--- config.mk ---
export PLATFORM = sky130hd
export DESIGN_NAME = strided_gather_address_generator_unit
export DESIGN_NICKNAME = d
export VERILOG_FILES = /design/src/hw/rtl/sgag_pkg.sv /design/src/hw/rtl/strided_gather_address_generator_unit.sv /design/src/hw/rtl/sgag_front.sv /design/src/hw/rtl/sgag_queue.sv /design/src/hw/rtl/sgag_back.sv
export SDC_FILE = /design/constraint.sdc
export NUM_CORES = 2
export LEC_CHECK = 0
export BUFFER_PORTS_ARGS = -buffer_cell sky130_fd_sc_hd__buf_4
export CORE_MARGIN = 2
export CORE_UTILIZATION = 58
export CTS_CLUSTER_DIAMETER = 120
export DETAILED_ROUTE_END_ITERATION = 8
export PLACE_DENSITY = 0.77
export SLEW_MARGIN = 5
export SYNTH_ARGS = -nofsm -noshare
export SYNTH_HDL_FRONTEND = slang
export SYNTH_SLANG_ARGS = --single-unit
--- constraint.sdc ---
create_clock -name clock -period 14.1 [get_ports clock]
set_input_delay 2.82 -clock clock [delete_from_list [all_inputs] [get_ports clock]]
set_output_delay 2.82 -clock clock [all_outputs]
set_load 0.01 [all_outputs]
--- src/hw/rtl/sgag_pkg.sv ---
`default_nettype none

package sgag_pkg;

   localparam int unsigned DimW       = 16;
   localparam int unsigned CountW     = 64;
   localparam int unsigned BaseW      = 32;
   localparam int unsigned SrcW       = 35;
   localparam int unsigned ActiveW    = 3;
   localparam int unsigned CsrDataW   = 64;
   localparam int unsigned CsrAddrW   = 5;
   localparam int unsigned QueueDepth = 4;
   localparam int unsigned QueuePtrW  = $clog2(QueueDepth);

   typedef enum logic [1:0] {
      REG_ACTIVE_DIMS = 2'd0,
      REG_BASE_OFFSET = 2'd1,
      REG_DIM_SIZES   = 2'd2,
      REG_DIM_STRIDES = 2'd3
   } reg_index_type;

   typedef struct packed {
      logic [CountW-1:0] dst_index;
      logic              last;
   } tag_type;

   typedef struct packed {
      logic full;
      logic empty;
   } queue_status_type;

endpackage

`default_nettype wire

--- src/hw/rtl/strided_gather_address_generator_unit.sv ---
// Strided gather address generator. Each beat on the req_ channel asks for
// the next element of an N-dimensional strided view, walked in row-major
// order. Each request yields exactly one beat on the rsp_ channel with the
// source element offset, the destination element number and a last flag.
// Setting req_restart on a beat starts the walk over from the first element.
// The view is set up through the APB-style register port (active_dims,
// base_offset, dim_sizes, dim_strides at byte addresses 0, 8, 16 and 24).
// It must be written only while no request is in flight; the block itself
// does not enforce this. An accepted request is written into the queue,
// then passes the product and sum registers on its way to the rsp_ channel.
// The odometer advances once per accepted beat, so while rsp_stall stays
// low one request and one response can be taken every cycle. A four-entry
// queue separates the odometer from the multiply and sum pipeline behind it.
// While rsp_stall is high the response and the pipeline hold, the queue
// fills, and req_stall rises once the queue is full. Reset clears the
// indices, the element count, the pipeline valid bits, the queue pointers
// and every config register but dim_sizes, which sets each size to one.
`default_nettype none

module strided_gather_address_generator_unit #(
   parameter int unsigned MAX_DIMS = 4
) (
   input  wire logic                               clock,
   input  wire logic                               reset,
   input  wire logic                               req_valid,
   output logic                                    req_stall,
   input  wire logic                               req_restart,
   output logic                                    rsp_valid,
   input  wire logic                               rsp_stall,
   output logic [sgag_pkg::SrcW-1:0]               rsp_src_addr,
   output logic [sgag_pkg::CountW-1:0]             rsp_dst_index,
   output logic                                    rsp_last,
   input  wire logic                               psel,
   input  wire logic                               penable,
   input  wire logic                               pwrite,
   input  wire logic [sgag_pkg::CsrAddrW-1:0]      paddr,
   input  wire logic [sgag_pkg::CsrDataW-1:0]      pwdata,
   output logic [sgag_pkg::CsrDataW-1:0]           prdata,
   output logic                                    pready
);

   localparam int unsigned IdxVecW = MAX_DIMS * sgag_pkg::DimW;
   localparam int unsigned TagW    = $bits(sgag_pkg::tag_type);
   localparam int unsigned EntryW  = IdxVecW + TagW;

   logic [sgag_pkg::ActiveW-1:0]  active_dims_ff;
   logic [sgag_pkg::BaseW-1:0]    base_offset_ff;
   logic [4*sgag_pkg::DimW-1:0]   dim_sizes_ff;
   logic [4*sgag_pkg::DimW-1:0]   dim_strides_ff;
   sgag_pkg::reg_index_type       reg_sel;
   logic                          csr_write;

   sgag_pkg::queue_status_type    q_status;
   logic                          q_push;
   logic                          q_pop;
   logic [IdxVecW-1:0]            push_idx;
   sgag_pkg::tag_type             push_tag;
   logic [EntryW-1:0]             pop_entry;
   logic [IdxVecW-1:0]            pop_idx;
   sgag_pkg::tag_type             pop_tag;

   assign pready    = 1'b1;
   assign reg_sel   = sgag_pkg::reg_index_type'(paddr[4:3]);
   assign csr_write = psel && penable && pwrite && pready;

   always_ff @(posedge clock) begin
      if (reset) begin
         active_dims_ff <= '0;
         base_offset_ff <= '0;
         dim_sizes_ff   <= 64'h0001_0001_0001_0001;
         dim_strides_ff <= '0;
      end else if (csr_write) begin
         case (reg_sel)
            sgag_pkg::REG_ACTIVE_DIMS: begin
               active_dims_ff <= pwdata[sgag_pkg::ActiveW-1:0];
            end
            sgag_pkg::REG_BASE_OFFSET: begin
               base_offset_ff <= pwdata[sgag_pkg::BaseW-1:0];
            end
            sgag_pkg::REG_DIM_SIZES: begin
               dim_sizes_ff <= pwdata;
            end
            sgag_pkg::REG_DIM_STRIDES: begin
               dim_strides_ff <= pwdata;
            end
            default: begin
            end
         endcase
      end
   end

   always_comb begin
      case (reg_sel)
         sgag_pkg::REG_ACTIVE_DIMS: prdata = sgag_pkg::CsrDataW'(active_dims_ff);
         sgag_pkg::REG_BASE_OFFSET: prdata = sgag_pkg::CsrDataW'(base_offset_ff);
         sgag_pkg::REG_DIM_SIZES:   prdata = dim_sizes_ff;
         sgag_pkg::REG_DIM_STRIDES: prdata = dim_strides_ff;
         default:                   prdata = '0;
      endcase
   end

   sgag_front #(
      .MAX_DIMS (MAX_DIMS)
   ) u_front (
      .clock       (clock),
      .reset       (reset),
      .req_valid   (req_valid),
      .req_restart (req_restart),
      .req_stall   (req_stall),
      .active_dims (active_dims_ff),
      .dim_sizes   (dim_sizes_ff),
      .q_status    (q_status),
      .q_push      (q_push),
      .push_idx    (push_idx),
      .push_tag    (push_tag)
   );

   sgag_queue #(
      .WIDTH (EntryW)
   ) u_queue (
      .clock     (clock),
      .reset     (reset),
      .push      (q_push),
      .push_data ({push_idx, push_tag}),
      .pop       (q_pop),
      .pop_data  (pop_entry),
      .status    (q_status)
   );

   assign pop_idx = pop_entry[EntryW-1 -: IdxVecW];
   assign pop_tag = sgag_pkg::tag_type'(pop_entry[TagW-1:0]);

   sgag_back #(
      .MAX_DIMS (MAX_DIMS)
   ) u_back (
      .clock          (clock),
      .reset          (reset),
      .q_status       (q_status),
      .q_idx          (pop_idx),
      .q_tag          (pop_tag),
      .q_pop          (q_pop),
      .base_offset    (base_offset_ff),
      .dim_strides    (dim_strides_ff),
      .rsp_valid      (rsp_valid),
      .rsp_stall      (rsp_stall),
      .rsp_src_addr   (rsp_src_addr),
      .rsp_dst_index  (rsp_dst_index),
      .rsp_last       (rsp_last)
   );

   a_no_pop_when_empty: assert property (@(posedge clock) disable iff (reset)
      !(q_pop && q_status.empty))
      else $error("Queue popped while empty.");

   a_no_push_when_full: assert property (@(posedge clock) disable iff (reset)
      !(q_push && q_status.full))
      else $error("Queue pushed while full.");

   a_single_element_view: assert property (@(posedge clock) disable iff (reset)
      (rsp_valid && (active_dims_ff == '0)) |-> rsp_last)
      else $error("A view without dimensions produced an element that is not last.");

endmodule

`default_nettype wire

--- src/hw/rtl/sgag_front.sv ---
`default_nettype none

module sgag_front #(
   parameter int unsigned MAX_DIMS = 4
) (
   input  wire logic                                  clock,
   input  wire logic                                  reset,
   input  wire logic                                  req_valid,
   input  wire logic                                  req_restart,
   output logic                                       req_stall,
   input  wire logic [sgag_pkg::ActiveW-1:0]          active_dims,
   input  wire logic [4*sgag_pkg::DimW-1:0]           dim_sizes,
   input  wire sgag_pkg::queue_status_type            q_status,
   output logic                                       q_push,
   output logic [MAX_DIMS*sgag_pkg::DimW-1:0]         push_idx,
   output sgag_pkg::tag_type                          push_tag
);

   localparam logic [sgag_pkg::ActiveW-1:0] MaxDimsCode = sgag_pkg::ActiveW'(MAX_DIMS);

   logic [sgag_pkg::DimW-1:0]   idx_ff [MAX_DIMS];
   logic [sgag_pkg::DimW-1:0]   idx_in [MAX_DIMS];
   logic [sgag_pkg::DimW-1:0]   cur_idx [MAX_DIMS];
   logic [sgag_pkg::DimW-1:0]   size_eff [MAX_DIMS];
   logic                        wrap [MAX_DIMS];
   logic                        dim_on [MAX_DIMS];
   logic                        carry [MAX_DIMS+1];
   logic [sgag_pkg::CountW-1:0] count_ff;
   logic [sgag_pkg::CountW-1:0] count_in;
   logic [sgag_pkg::CountW-1:0] cur_count;
   logic [sgag_pkg::ActiveW-1:0] dims_used;
   logic                        accept;

   assign req_stall = q_status.full;
   assign accept    = req_valid && !req_stall;
   assign q_push    = accept;
   assign dims_used = (active_dims > MaxDimsCode) ? MaxDimsCode : active_dims;
   assign cur_count = req_restart ? '0 : count_ff;

   always_comb begin
      carry[MAX_DIMS] = 1'b1;
      for (int k = MAX_DIMS - 1; k >= 0; k--) begin
         cur_idx[k]  = req_restart ? '0 : idx_ff[k];
         size_eff[k] = (dim_sizes[k*sgag_pkg::DimW +: sgag_pkg::DimW] == '0) ?
                       sgag_pkg::DimW'(1) : dim_sizes[k*sgag_pkg::DimW +: sgag_pkg::DimW];
         dim_on[k]   = sgag_pkg::ActiveW'(k) < dims_used;
         wrap[k]     = ({1'b0, cur_idx[k]} + 17'd1) >= {1'b0, size_eff[k]};
         if (dim_on[k] && carry[k+1]) begin
            idx_in[k] = wrap[k] ? '0 : cur_idx[k] + sgag_pkg::DimW'(1);
            carry[k]  = wrap[k];
         end else begin
            idx_in[k] = cur_idx[k];
            carry[k]  = carry[k+1];
         end
         push_idx[k*sgag_pkg::DimW +: sgag_pkg::DimW] = dim_on[k] ? cur_idx[k] : '0;
      end
   end

   assign push_tag.dst_index = cur_count;
   assign push_tag.last      = carry[0];
   assign count_in           = carry[0] ? '0 : cur_count + sgag_pkg::CountW'(1);

   always_ff @(posedge clock) begin
      if (reset) begin
         for (int k = 0; k < MAX_DIMS; k++) begin
            idx_ff[k] <= '0;
         end
         count_ff <= '0;
      end else if (accept) begin
         for (int k = 0; k < MAX_DIMS; k++) begin
            idx_ff[k] <= idx_in[k];
         end
         count_ff <= count_in;
      end
   end

endmodule

`default_nettype wire

--- src/hw/rtl/sgag_queue.sv ---
`default_nettype none

module sgag_queue #(
   parameter int unsigned WIDTH = 8
) (
   input  wire logic                       clock,
   input  wire logic                       reset,
   input  wire logic                       push,
   input  wire logic [WIDTH-1:0]           push_data,
   input  wire logic                       pop,
   output logic [WIDTH-1:0]                pop_data,
   output sgag_pkg::queue_status_type      status
);

   logic [WIDTH-1:0]                 mem_ff [sgag_pkg::QueueDepth];
   logic [sgag_pkg::QueuePtrW-1:0]   wr_ptr_ff;
   logic [sgag_pkg::QueuePtrW-1:0]   rd_ptr_ff;
   logic [sgag_pkg::QueuePtrW:0]     fill_ff;
   logic [sgag_pkg::QueuePtrW:0]     fill_in;

   assign status.full  = fill_ff == (sgag_pkg::QueuePtrW+1)'(sgag_pkg::QueueDepth);
   assign status.empty = fill_ff == '0;
   assign pop_data     = mem_ff[rd_ptr_ff];

   always_comb begin
      fill_in = fill_ff;
      if (push && !pop) begin
         fill_in = fill_ff + (sgag_pkg::QueuePtrW+1)'(1);
      end else if (pop && !push) begin
         fill_in = fill_ff - (sgag_pkg::QueuePtrW+1)'(1);
      end
   end

   always_ff @(posedge clock) begin
      if (reset) begin
         wr_ptr_ff <= '0;
         rd_ptr_ff <= '0;
         fill_ff   <= '0;
      end else begin
         if (push) begin
            wr_ptr_ff <= wr_ptr_ff + sgag_pkg::QueuePtrW'(1);
         end
         if (pop) begin
            rd_ptr_ff <= rd_ptr_ff + sgag_pkg::QueuePtrW'(1);
         end
         fill_ff <= fill_in;
      end
   end

   always_ff @(posedge clock) begin
      if (push) begin
         mem_ff[wr_ptr_ff] <= push_data;
      end
   end

endmodule

`default_nettype wire

--- src/hw/rtl/sgag_back.sv ---
`default_nettype none

module sgag_back #(
   parameter int unsigned MAX_DIMS = 4
) (
   input  wire logic                                clock,
   input  wire logic                                reset,
   input  wire sgag_pkg::queue_status_type          q_status,
   input  wire logic [MAX_DIMS*sgag_pkg::DimW-1:0]  q_idx,
   input  wire sgag_pkg::tag_type                   q_tag,
   output logic                                     q_pop,
   input  wire logic [sgag_pkg::BaseW-1:0]          base_offset,
   input  wire logic [4*sgag_pkg::DimW-1:0]         dim_strides,
   output logic                                     rsp_valid,
   input  wire logic                                rsp_stall,
   output logic [sgag_pkg::SrcW-1:0]                rsp_src_addr,
   output logic [sgag_pkg::CountW-1:0]              rsp_dst_index,
   output logic                                     rsp_last
);

   localparam int unsigned ProdW = 2 * sgag_pkg::DimW;

   logic                        a_valid_ff;
   logic [ProdW-1:0]            prod_ff [MAX_DIMS];
   sgag_pkg::tag_type           a_tag_ff;
   logic                        b_valid_ff;
   logic [sgag_pkg::SrcW-1:0]   src_ff;
   logic [sgag_pkg::SrcW-1:0]   src_in;
   sgag_pkg::tag_type           b_tag_ff;
   logic                        a_adv;
   logic                        b_adv;

   assign b_adv = !b_valid_ff || !rsp_stall;
   assign a_adv = !a_valid_ff || b_adv;
   assign q_pop = !q_status.empty && a_adv;

   always_comb begin
      src_in = sgag_pkg::SrcW'(base_offset);
      for (int k = 0; k < MAX_DIMS; k++) begin
         src_in = src_in + sgag_pkg::SrcW'(prod_ff[k]);
      end
   end

   always_ff @(posedge clock) begin
      if (reset) begin
         a_valid_ff <= 1'b0;
         b_valid_ff <= 1'b0;
      end else begin
         if (a_adv) begin
            a_valid_ff <= q_pop;
         end
         if (b_adv) begin
            b_valid_ff <= a_valid_ff;
         end
      end
   end

   always_ff @(posedge clock) begin
      if (q_pop) begin
         for (int k = 0; k < MAX_DIMS; k++) begin
            prod_ff[k] <= q_idx[k*sgag_pkg::DimW +: sgag_pkg::DimW] *
                          dim_strides[k*sgag_pkg::DimW +: sgag_pkg::DimW];
         end
         a_tag_ff <= q_tag;
      end
      if (b_adv && a_valid_ff) begin
         src_ff   <= src_in;
         b_tag_ff <= a_tag_ff;
      end
   end

   assign rsp_valid      = b_valid_ff;
   assign rsp_src_addr   = src_ff;
   assign rsp_dst_index  = b_tag_ff.dst_index;
   assign rsp_last       = b_tag_ff.last;

endmodule

`default_nettype wire
* After elaboration in Yosys (flattened, before gate mapping)
Memories as Yosys holds them, arrays and structs flattened. A register that Yosys moved wholly into a read port is not among the register bits.
Cells that the tools add are included.
** Word-level totals
- Logic and storage cells :: 130
- Output and inout port bits :: 167
- Input bits :: 77
- Memories :: 3
- Memory bits (writable) :: 708
- Register bits after elaboration :: 401
** Cells by class
- Multiplexer cells :: 44
- Reductions and logical operators :: 30
- Equal/unequal tests :: 4
- Order comparisons :: 9
- Add/subtract/negate cells :: 17
- $mul :: 4
- Bitwise logic cells :: 4
** Memories
- u_queue.mem_ff :: words 4, width 129, rd ports 1, clocked after Yosys merged registers in 1, write ports 1, RTL line sgag_queue.sv:15 : logic [WIDTH-1:0] mem_ff [sgag_pkg::QueueDepth];
- u_back.prod_ff :: words 4, width 32, rd ports 4, clocked after Yosys merged registers in 0, write ports 4, RTL line sgag_back.sv:24 : logic [ProdW-1:0] prod_ff [MAX_DIMS];
- u_front.idx_ff :: words 4, width 16, rd ports 4, clocked after Yosys merged registers in 0, write ports 4, RTL line sgag_front.sv:21 : logic [sgag_pkg::DimW-1:0] idx_ff [MAX_DIMS];
** Operators with widths (number)
- $mux W16 :: 24
- $pmux W64 S4 :: 1
- $mul A16 B16 Y32 :: 4
- $mux W64 :: 2
- $add A35 B32 Y35 :: 3
- $add A16 B1 Y17 const B :: 4
- $ge A17 B16 Y1 :: 4
- $add A16 B1 Y16 const B :: 4
- $add A64 B1 Y64 const B :: 1
- $logic_not A16 Y1 :: 4
- $add A32 B32 Y33 :: 1
- $mux W1 :: 12
- $logic_and A1 B1 Y1 :: 10
- $mux W3 :: 3
- $reduce_and A2 Y1 :: 4
- $logic_not A1 Y1 :: 7
- $lt A1 B3 Y1 const A :: 2
- $lt A2 B3 Y1 const A :: 2
- $add A2 B1 Y2 const B :: 2
- $eq A2 B2 Y1 const B :: 2
- $mux W2 :: 2
- $or A1 B1 Y1 :: 4
- $add A3 B1 Y3 const B :: 1
- $eq A3 B3 Y1 const B :: 1
- other kinds (7) :: 8

* Logic depth before layout (Yosys ltp)
An unclocked memory read counts as a cell.
- Depth in word-level cells :: 12
- Gate-level depth with buffers :: 29
- Depth with buffers taken out :: 25

* Hierarchy
A second synthesis with hierarchy kept.
** Unflattened totals
- Cell total of the unflattened synthesis :: 7361
- Area, all modules :: 83976.8 µm²
** By module, submodules not included
- sgag_back :: times used 1, seq. area each 8838.5 µm², cells an instance 4489, area each 46017.9 µm²
- sgag_queue :: times used 1, seq. area each 15675.0 µm², cells an instance 717, area each 19049.5 µm²
- sgag_front :: times used 1, seq. area each 3203.1 µm², cells an instance 1398, area each 10955.5 µm²
- strided_gather_address_generator_unit :: times used 1, seq. area each 3263.1 µm², cells an instance 757, area each 7953.9 µm²

* Worst setup path before layout
Ideal clock, no wire load.
- Path kind :: input to register
- From :: input rsp_stall
- To :: register u_queue.fill_ff[2] (netlist name)
- Stages :: 8
- Library setup time :: 0.070 ns
- Path buffers :: 0
- Data required time :: 14.030 ns
- Data arrival time :: 14.171 ns
- Slack :: -0.141 ns
- Cell sequence :: a31oi_1 -> inv_1 -> ha_1 -> inv_1 -> fa_1 -> xor2_1 -> or3_1 -> a21oi_1
** On the way
- Cells in the longest elaborated chain, start to end :: 7
- Elaborated cells between the ends (all ways) :: 9
- Classes of those cells :: 1 x mux; 8 x reduce/logical
** Ends and longest elaborated chain
- start: declaration :: RTL line strided_gather_address_generator_unit.sv:29 : input wire logic rsp_stall,
- $logic_not A1 Y1 * :: RTL line sgag_back.sv:33 : assign b_adv = !b_valid_ff || !rsp_stall;
- $logic_or A1 B1 Y1 * :: RTL line sgag_back.sv:33
- $logic_or A1 B1 Y1 * :: RTL line sgag_back.sv:34 : assign a_adv = !a_valid_ff || b_adv;
- $logic_and A1 B1 Y1 * :: RTL line sgag_back.sv:35 : assign q_pop = !q_status.empty && a_adv;
- $logic_not A1 Y1 :: RTL line sgag_queue.sv:27 : if (push && !pop) begin
- $logic_and A1 B1 Y1 :: RTL line sgag_queue.sv:27
- $mux W3 or $reduce_bool A2 Y1 (tied branches)
- end signal: assignment :: RTL line sgag_queue.sv:46 : fill_ff <= fill_in;
- end: declaration :: RTL line sgag_queue.sv:18 : logic [sgag_pkg::QueuePtrW:0] fill_ff;
Mark *: on every way between the ends. The rest lies on a longest branch, timed or not.
A chain may end at the register's enable or synchronous reset.

==> results_dict.tcl <==
set metrics [dict create \
    status "completed" \
    relSlewSlack 0.134 \
    dp_hpwl_mm 161 \
    fillers 11146 \
    seqPwrFrac 0.348 \
    synth-seq-cells 1111 \
    drtAntennaViolNets 0 \
    grt_overflow 0 \
    p_int_mw 8.30 \
    via_per_inst 5.93 \
    synth.area.top_cells "edfxtp_1 31%, fa_1 20%, ha_1 8.3%" \
    final_cell_mix "1174 x inv_1, 1077 x nand2_1, 873 x edfxtp_1" \
    hold_violations 0 \
    fin_crit_sh 0.632 \
    grt_max_degree 106 \
    slew_viol_final 0 \
    fp.dieH_um 384 \
    drc 0 \
    clk_pin_slew_ps 60 \
    p_switching_mw 5.63 \
    port_buffers 239 \
    cts_sinks 1111 \
    gr-usage-all-layers 0.302 \
    path_class "flip-flop to flip-flop" \
    rows 139 \
    setup_ws_ps 5190 \
    synth_nets 9227 \
    drive_gt1_frac 0.0843 \
    via_count 58268 \
    ys_types 107 \
    start_util 0.583 \
    min_path_type "flip-flop to flip-flop" \
    cp.required_ps 14540 \
    post-route-min-period_ps 8910 \
    die_area_sq_um 147000 \
    antenna_found_initial 7 \
    tightestPinTransition_ps 1300 \
    critPathCaptureType "flip-flop" \
    synth_warnings 0 \
    synth_ff_type "edfxtp_1" \
    drv_cap 0 \
    area_growth_pct 8.64 \
    routedWlPerCell_um 22.5 \
    grt_pass1_vias 60005 \
    synth_cells 7752 \
    p_leak_nw 39.3 \
    cts_buffer_depth 3 \
    pre_cts_ws_ps 4910 \
    routabilityCongestion 0.984 \
    htreeDepth 3 \
    crit_path_max_fanout 105 \
    swShare 0.404 \
    clock.fmax_mhz 112 \
    syn_avg_cell_area_sq_um 10.8 \
    worstSetupStartpointType "flip-flop" \
    die_x_um 384 \
    grt_pass1_wl_mm 341 \
    holdBufCountCts 0 \
    powerDensity_nw_per_um2 153 \
    ff_latch_area_sq_um 31000 \
    initialDrtViolationCount 5265 \
    synth_top_area_cell "edfxtp_1" \
    p_total_mw 13.9 \
    vdd_drop_max_uv 259 \
    root_buffer "clkbuf_16" \
    combPwrFrac 0.428 \
    finalSetupTns_ps 0 \
    setup_viol_count_final 0 \
    firstDrtPassIters 6 \
    clk_latency_ps 780 \
    cts_resized 0 \
    postCtsSetupBuffers 0 \
    power_frac_clock 0.224 \
    netlist_area_sq_um 83600 \
    cts_tree "yes" \
    cts_buffers 111 \
    io_pins 244 \
    async_reset_ff_frac 0 \
    ys_seq_area_frac 0.371 \
    multi_input_area_sq_um 46900 \
    final_common_cell "inv_1" \
    drt_wl_total_mm 221 \
    arrival_ps 9350 \
    skew_ps 74.3 \
    synth_edf_count 873 \
    rsz0062_at_grt "no" \
    synth_top_area_frac 0.314 \
    nets 9293 \
    coreArea_sq_um 143000 \
]
[power by group through the flow]
stage	Combinational (mW)	Sequential (mW)	Clock (mW)
final	5.96	4.84	3.13
after global routing	6.42	4.88	3.28
after CTS	5.86	4.85	3.15
after detailed placement	5.81	4.90	0
after global placement	5.69	4.89	0
after floorplan	3.73	4.86	0
[routing by layer]
layer,wire (um),track usage,up-vias,part of all wire
li1,-,-,25733,-
met1,88700,0.404,29525,0.40
met2,102000,0.480,2574,0.46
met3,21800,0.0694,426,0.098
met4,9050,0.123,10,0.041
met5,56,0,-,0.00025
[synthesized netlist by cell type (all sizes together), types with 10 or more instances]
library cell  number
a211oi            23
a21o              92
a21oi            354
a22o              41
a22oi             20
a31oi             30
and2             509
and3              63
buf               45
clkbuf           288
dfxtp            238
edfxtp           873
fa               842
ha               556
inv             1176
mux2i             40
mux4             132
nand2           1077
nand2b            26
nand3            120
nand3b            13
nand4             38
nor2             238
nor2b            128
nor3              70
nor4              26
o211ai            21
o21a              39
o21ai            176
o21bai            25
o31ai             20
or2               11
or3               23
or4               10
xnor2            167
xor2              66
[sequential cells by signal, summed over array words and instances (netlist names), 2 cells and up, named ones only]
signal,count
u_queue.mem_ff,516
u_back.prod_ff,128
u_back.a_tag_ff,65
dim_sizes_ff,64
dim_strides_ff,64
u_back.rsp_dst_index,64
u_front.count_ff,64
u_front.idx_ff,64
u_back.rsp_src_addr,35
base_offset_ff,32
active_dims_ff,3
u_queue.fill_ff,3
u_queue.rd_ptr_ff,2
u_queue.wr_ptr_ff,2
[kinds of logic (layout without fill, tap and decap cells)]
group	count (synthesis)	count (layout)	synth area share
mux	174	174	0.0407
other cells	1	4	0.0000449
fa+ha+maj	1398	1398	0.285
flops	1111	1111	0.371
buf+inv	1510	1673	0.0686
simple gates	2381	2381	0.139
xor+xnor	233	233	0.0244
compound gates	944	944	0.0712
[worst paths after layout]
path	slack (ps)	cells past startpoint	end	startpoint
worst max-delay path	5190	23	u_back.prod_ff[0][25]$_DFFE_PP_	flip-flop
worst min-delay path	420	0	u_back.rsp_dst_index[41]$_DFFE_PP_	u_back.a_tag_ff[42]$_DFFE_PP_
worst max register to register	5190	23	u_back.prod_ff[0][25]$_DFFE_PP_	flip-flop
worst min register to register	420	0	u_back.rsp_dst_index[41]$_DFFE_PP_	u_back.a_tag_ff[42]$_DFFE_PP_
[layout make-up]
cell class | instances | area share
Clock buffer | 125 | 0.0315
Tap cell | 1903 | 0.0262
Multi-Input combinational cell | 5131 | 0.517
Sequential cell | 1111 | 0.341
Clock inverter | 85 | 0.0114
Inverter | 1177 | 0.0487
Timing Repair Buffer | 286 | 0.0238
Antenna cell | 3 | 0.0000827
[per-stage QoR]
| stage | cells | hold slack (ps) | area (sq um) | utilization |
|---|---|---|---|---|
| floorplan | 7752 | 400 | 83600 | - |
| global placement | 9608 | 405 | 86900 | 0.606 |
| detailed placement | 9608 | 405 | 86900 | 0.606 |
| CTS | 9818 | 419 | 90800 | 0.634 |
| global route | 9818 | 429 | 90800 | 0.634 |
| finish | 9821 | 419 | 90800 | 0.634 |
[critical path, stage by stage (launching register included)]
cell and delay, ps:
dfxtp_4 690, buf_12 750, mux4_2 860, and2_1 290
fa_1 530, inv_1 50, fa_1 450, fa_1 510
inv_1 60, fa_1 490, fa_1 510, inv_1 60
fa_1 480, inv_1 40, ha_1 340, a21o_1 190
a21o_1 160, a21oi_1 180, o21a_1 140, o21ai_0 120
a2111oi_1 890, o21ai_0 390, nand4b_1 200, o311ai_1 110
Note: power is estimated with default switching activity, not from simulation.
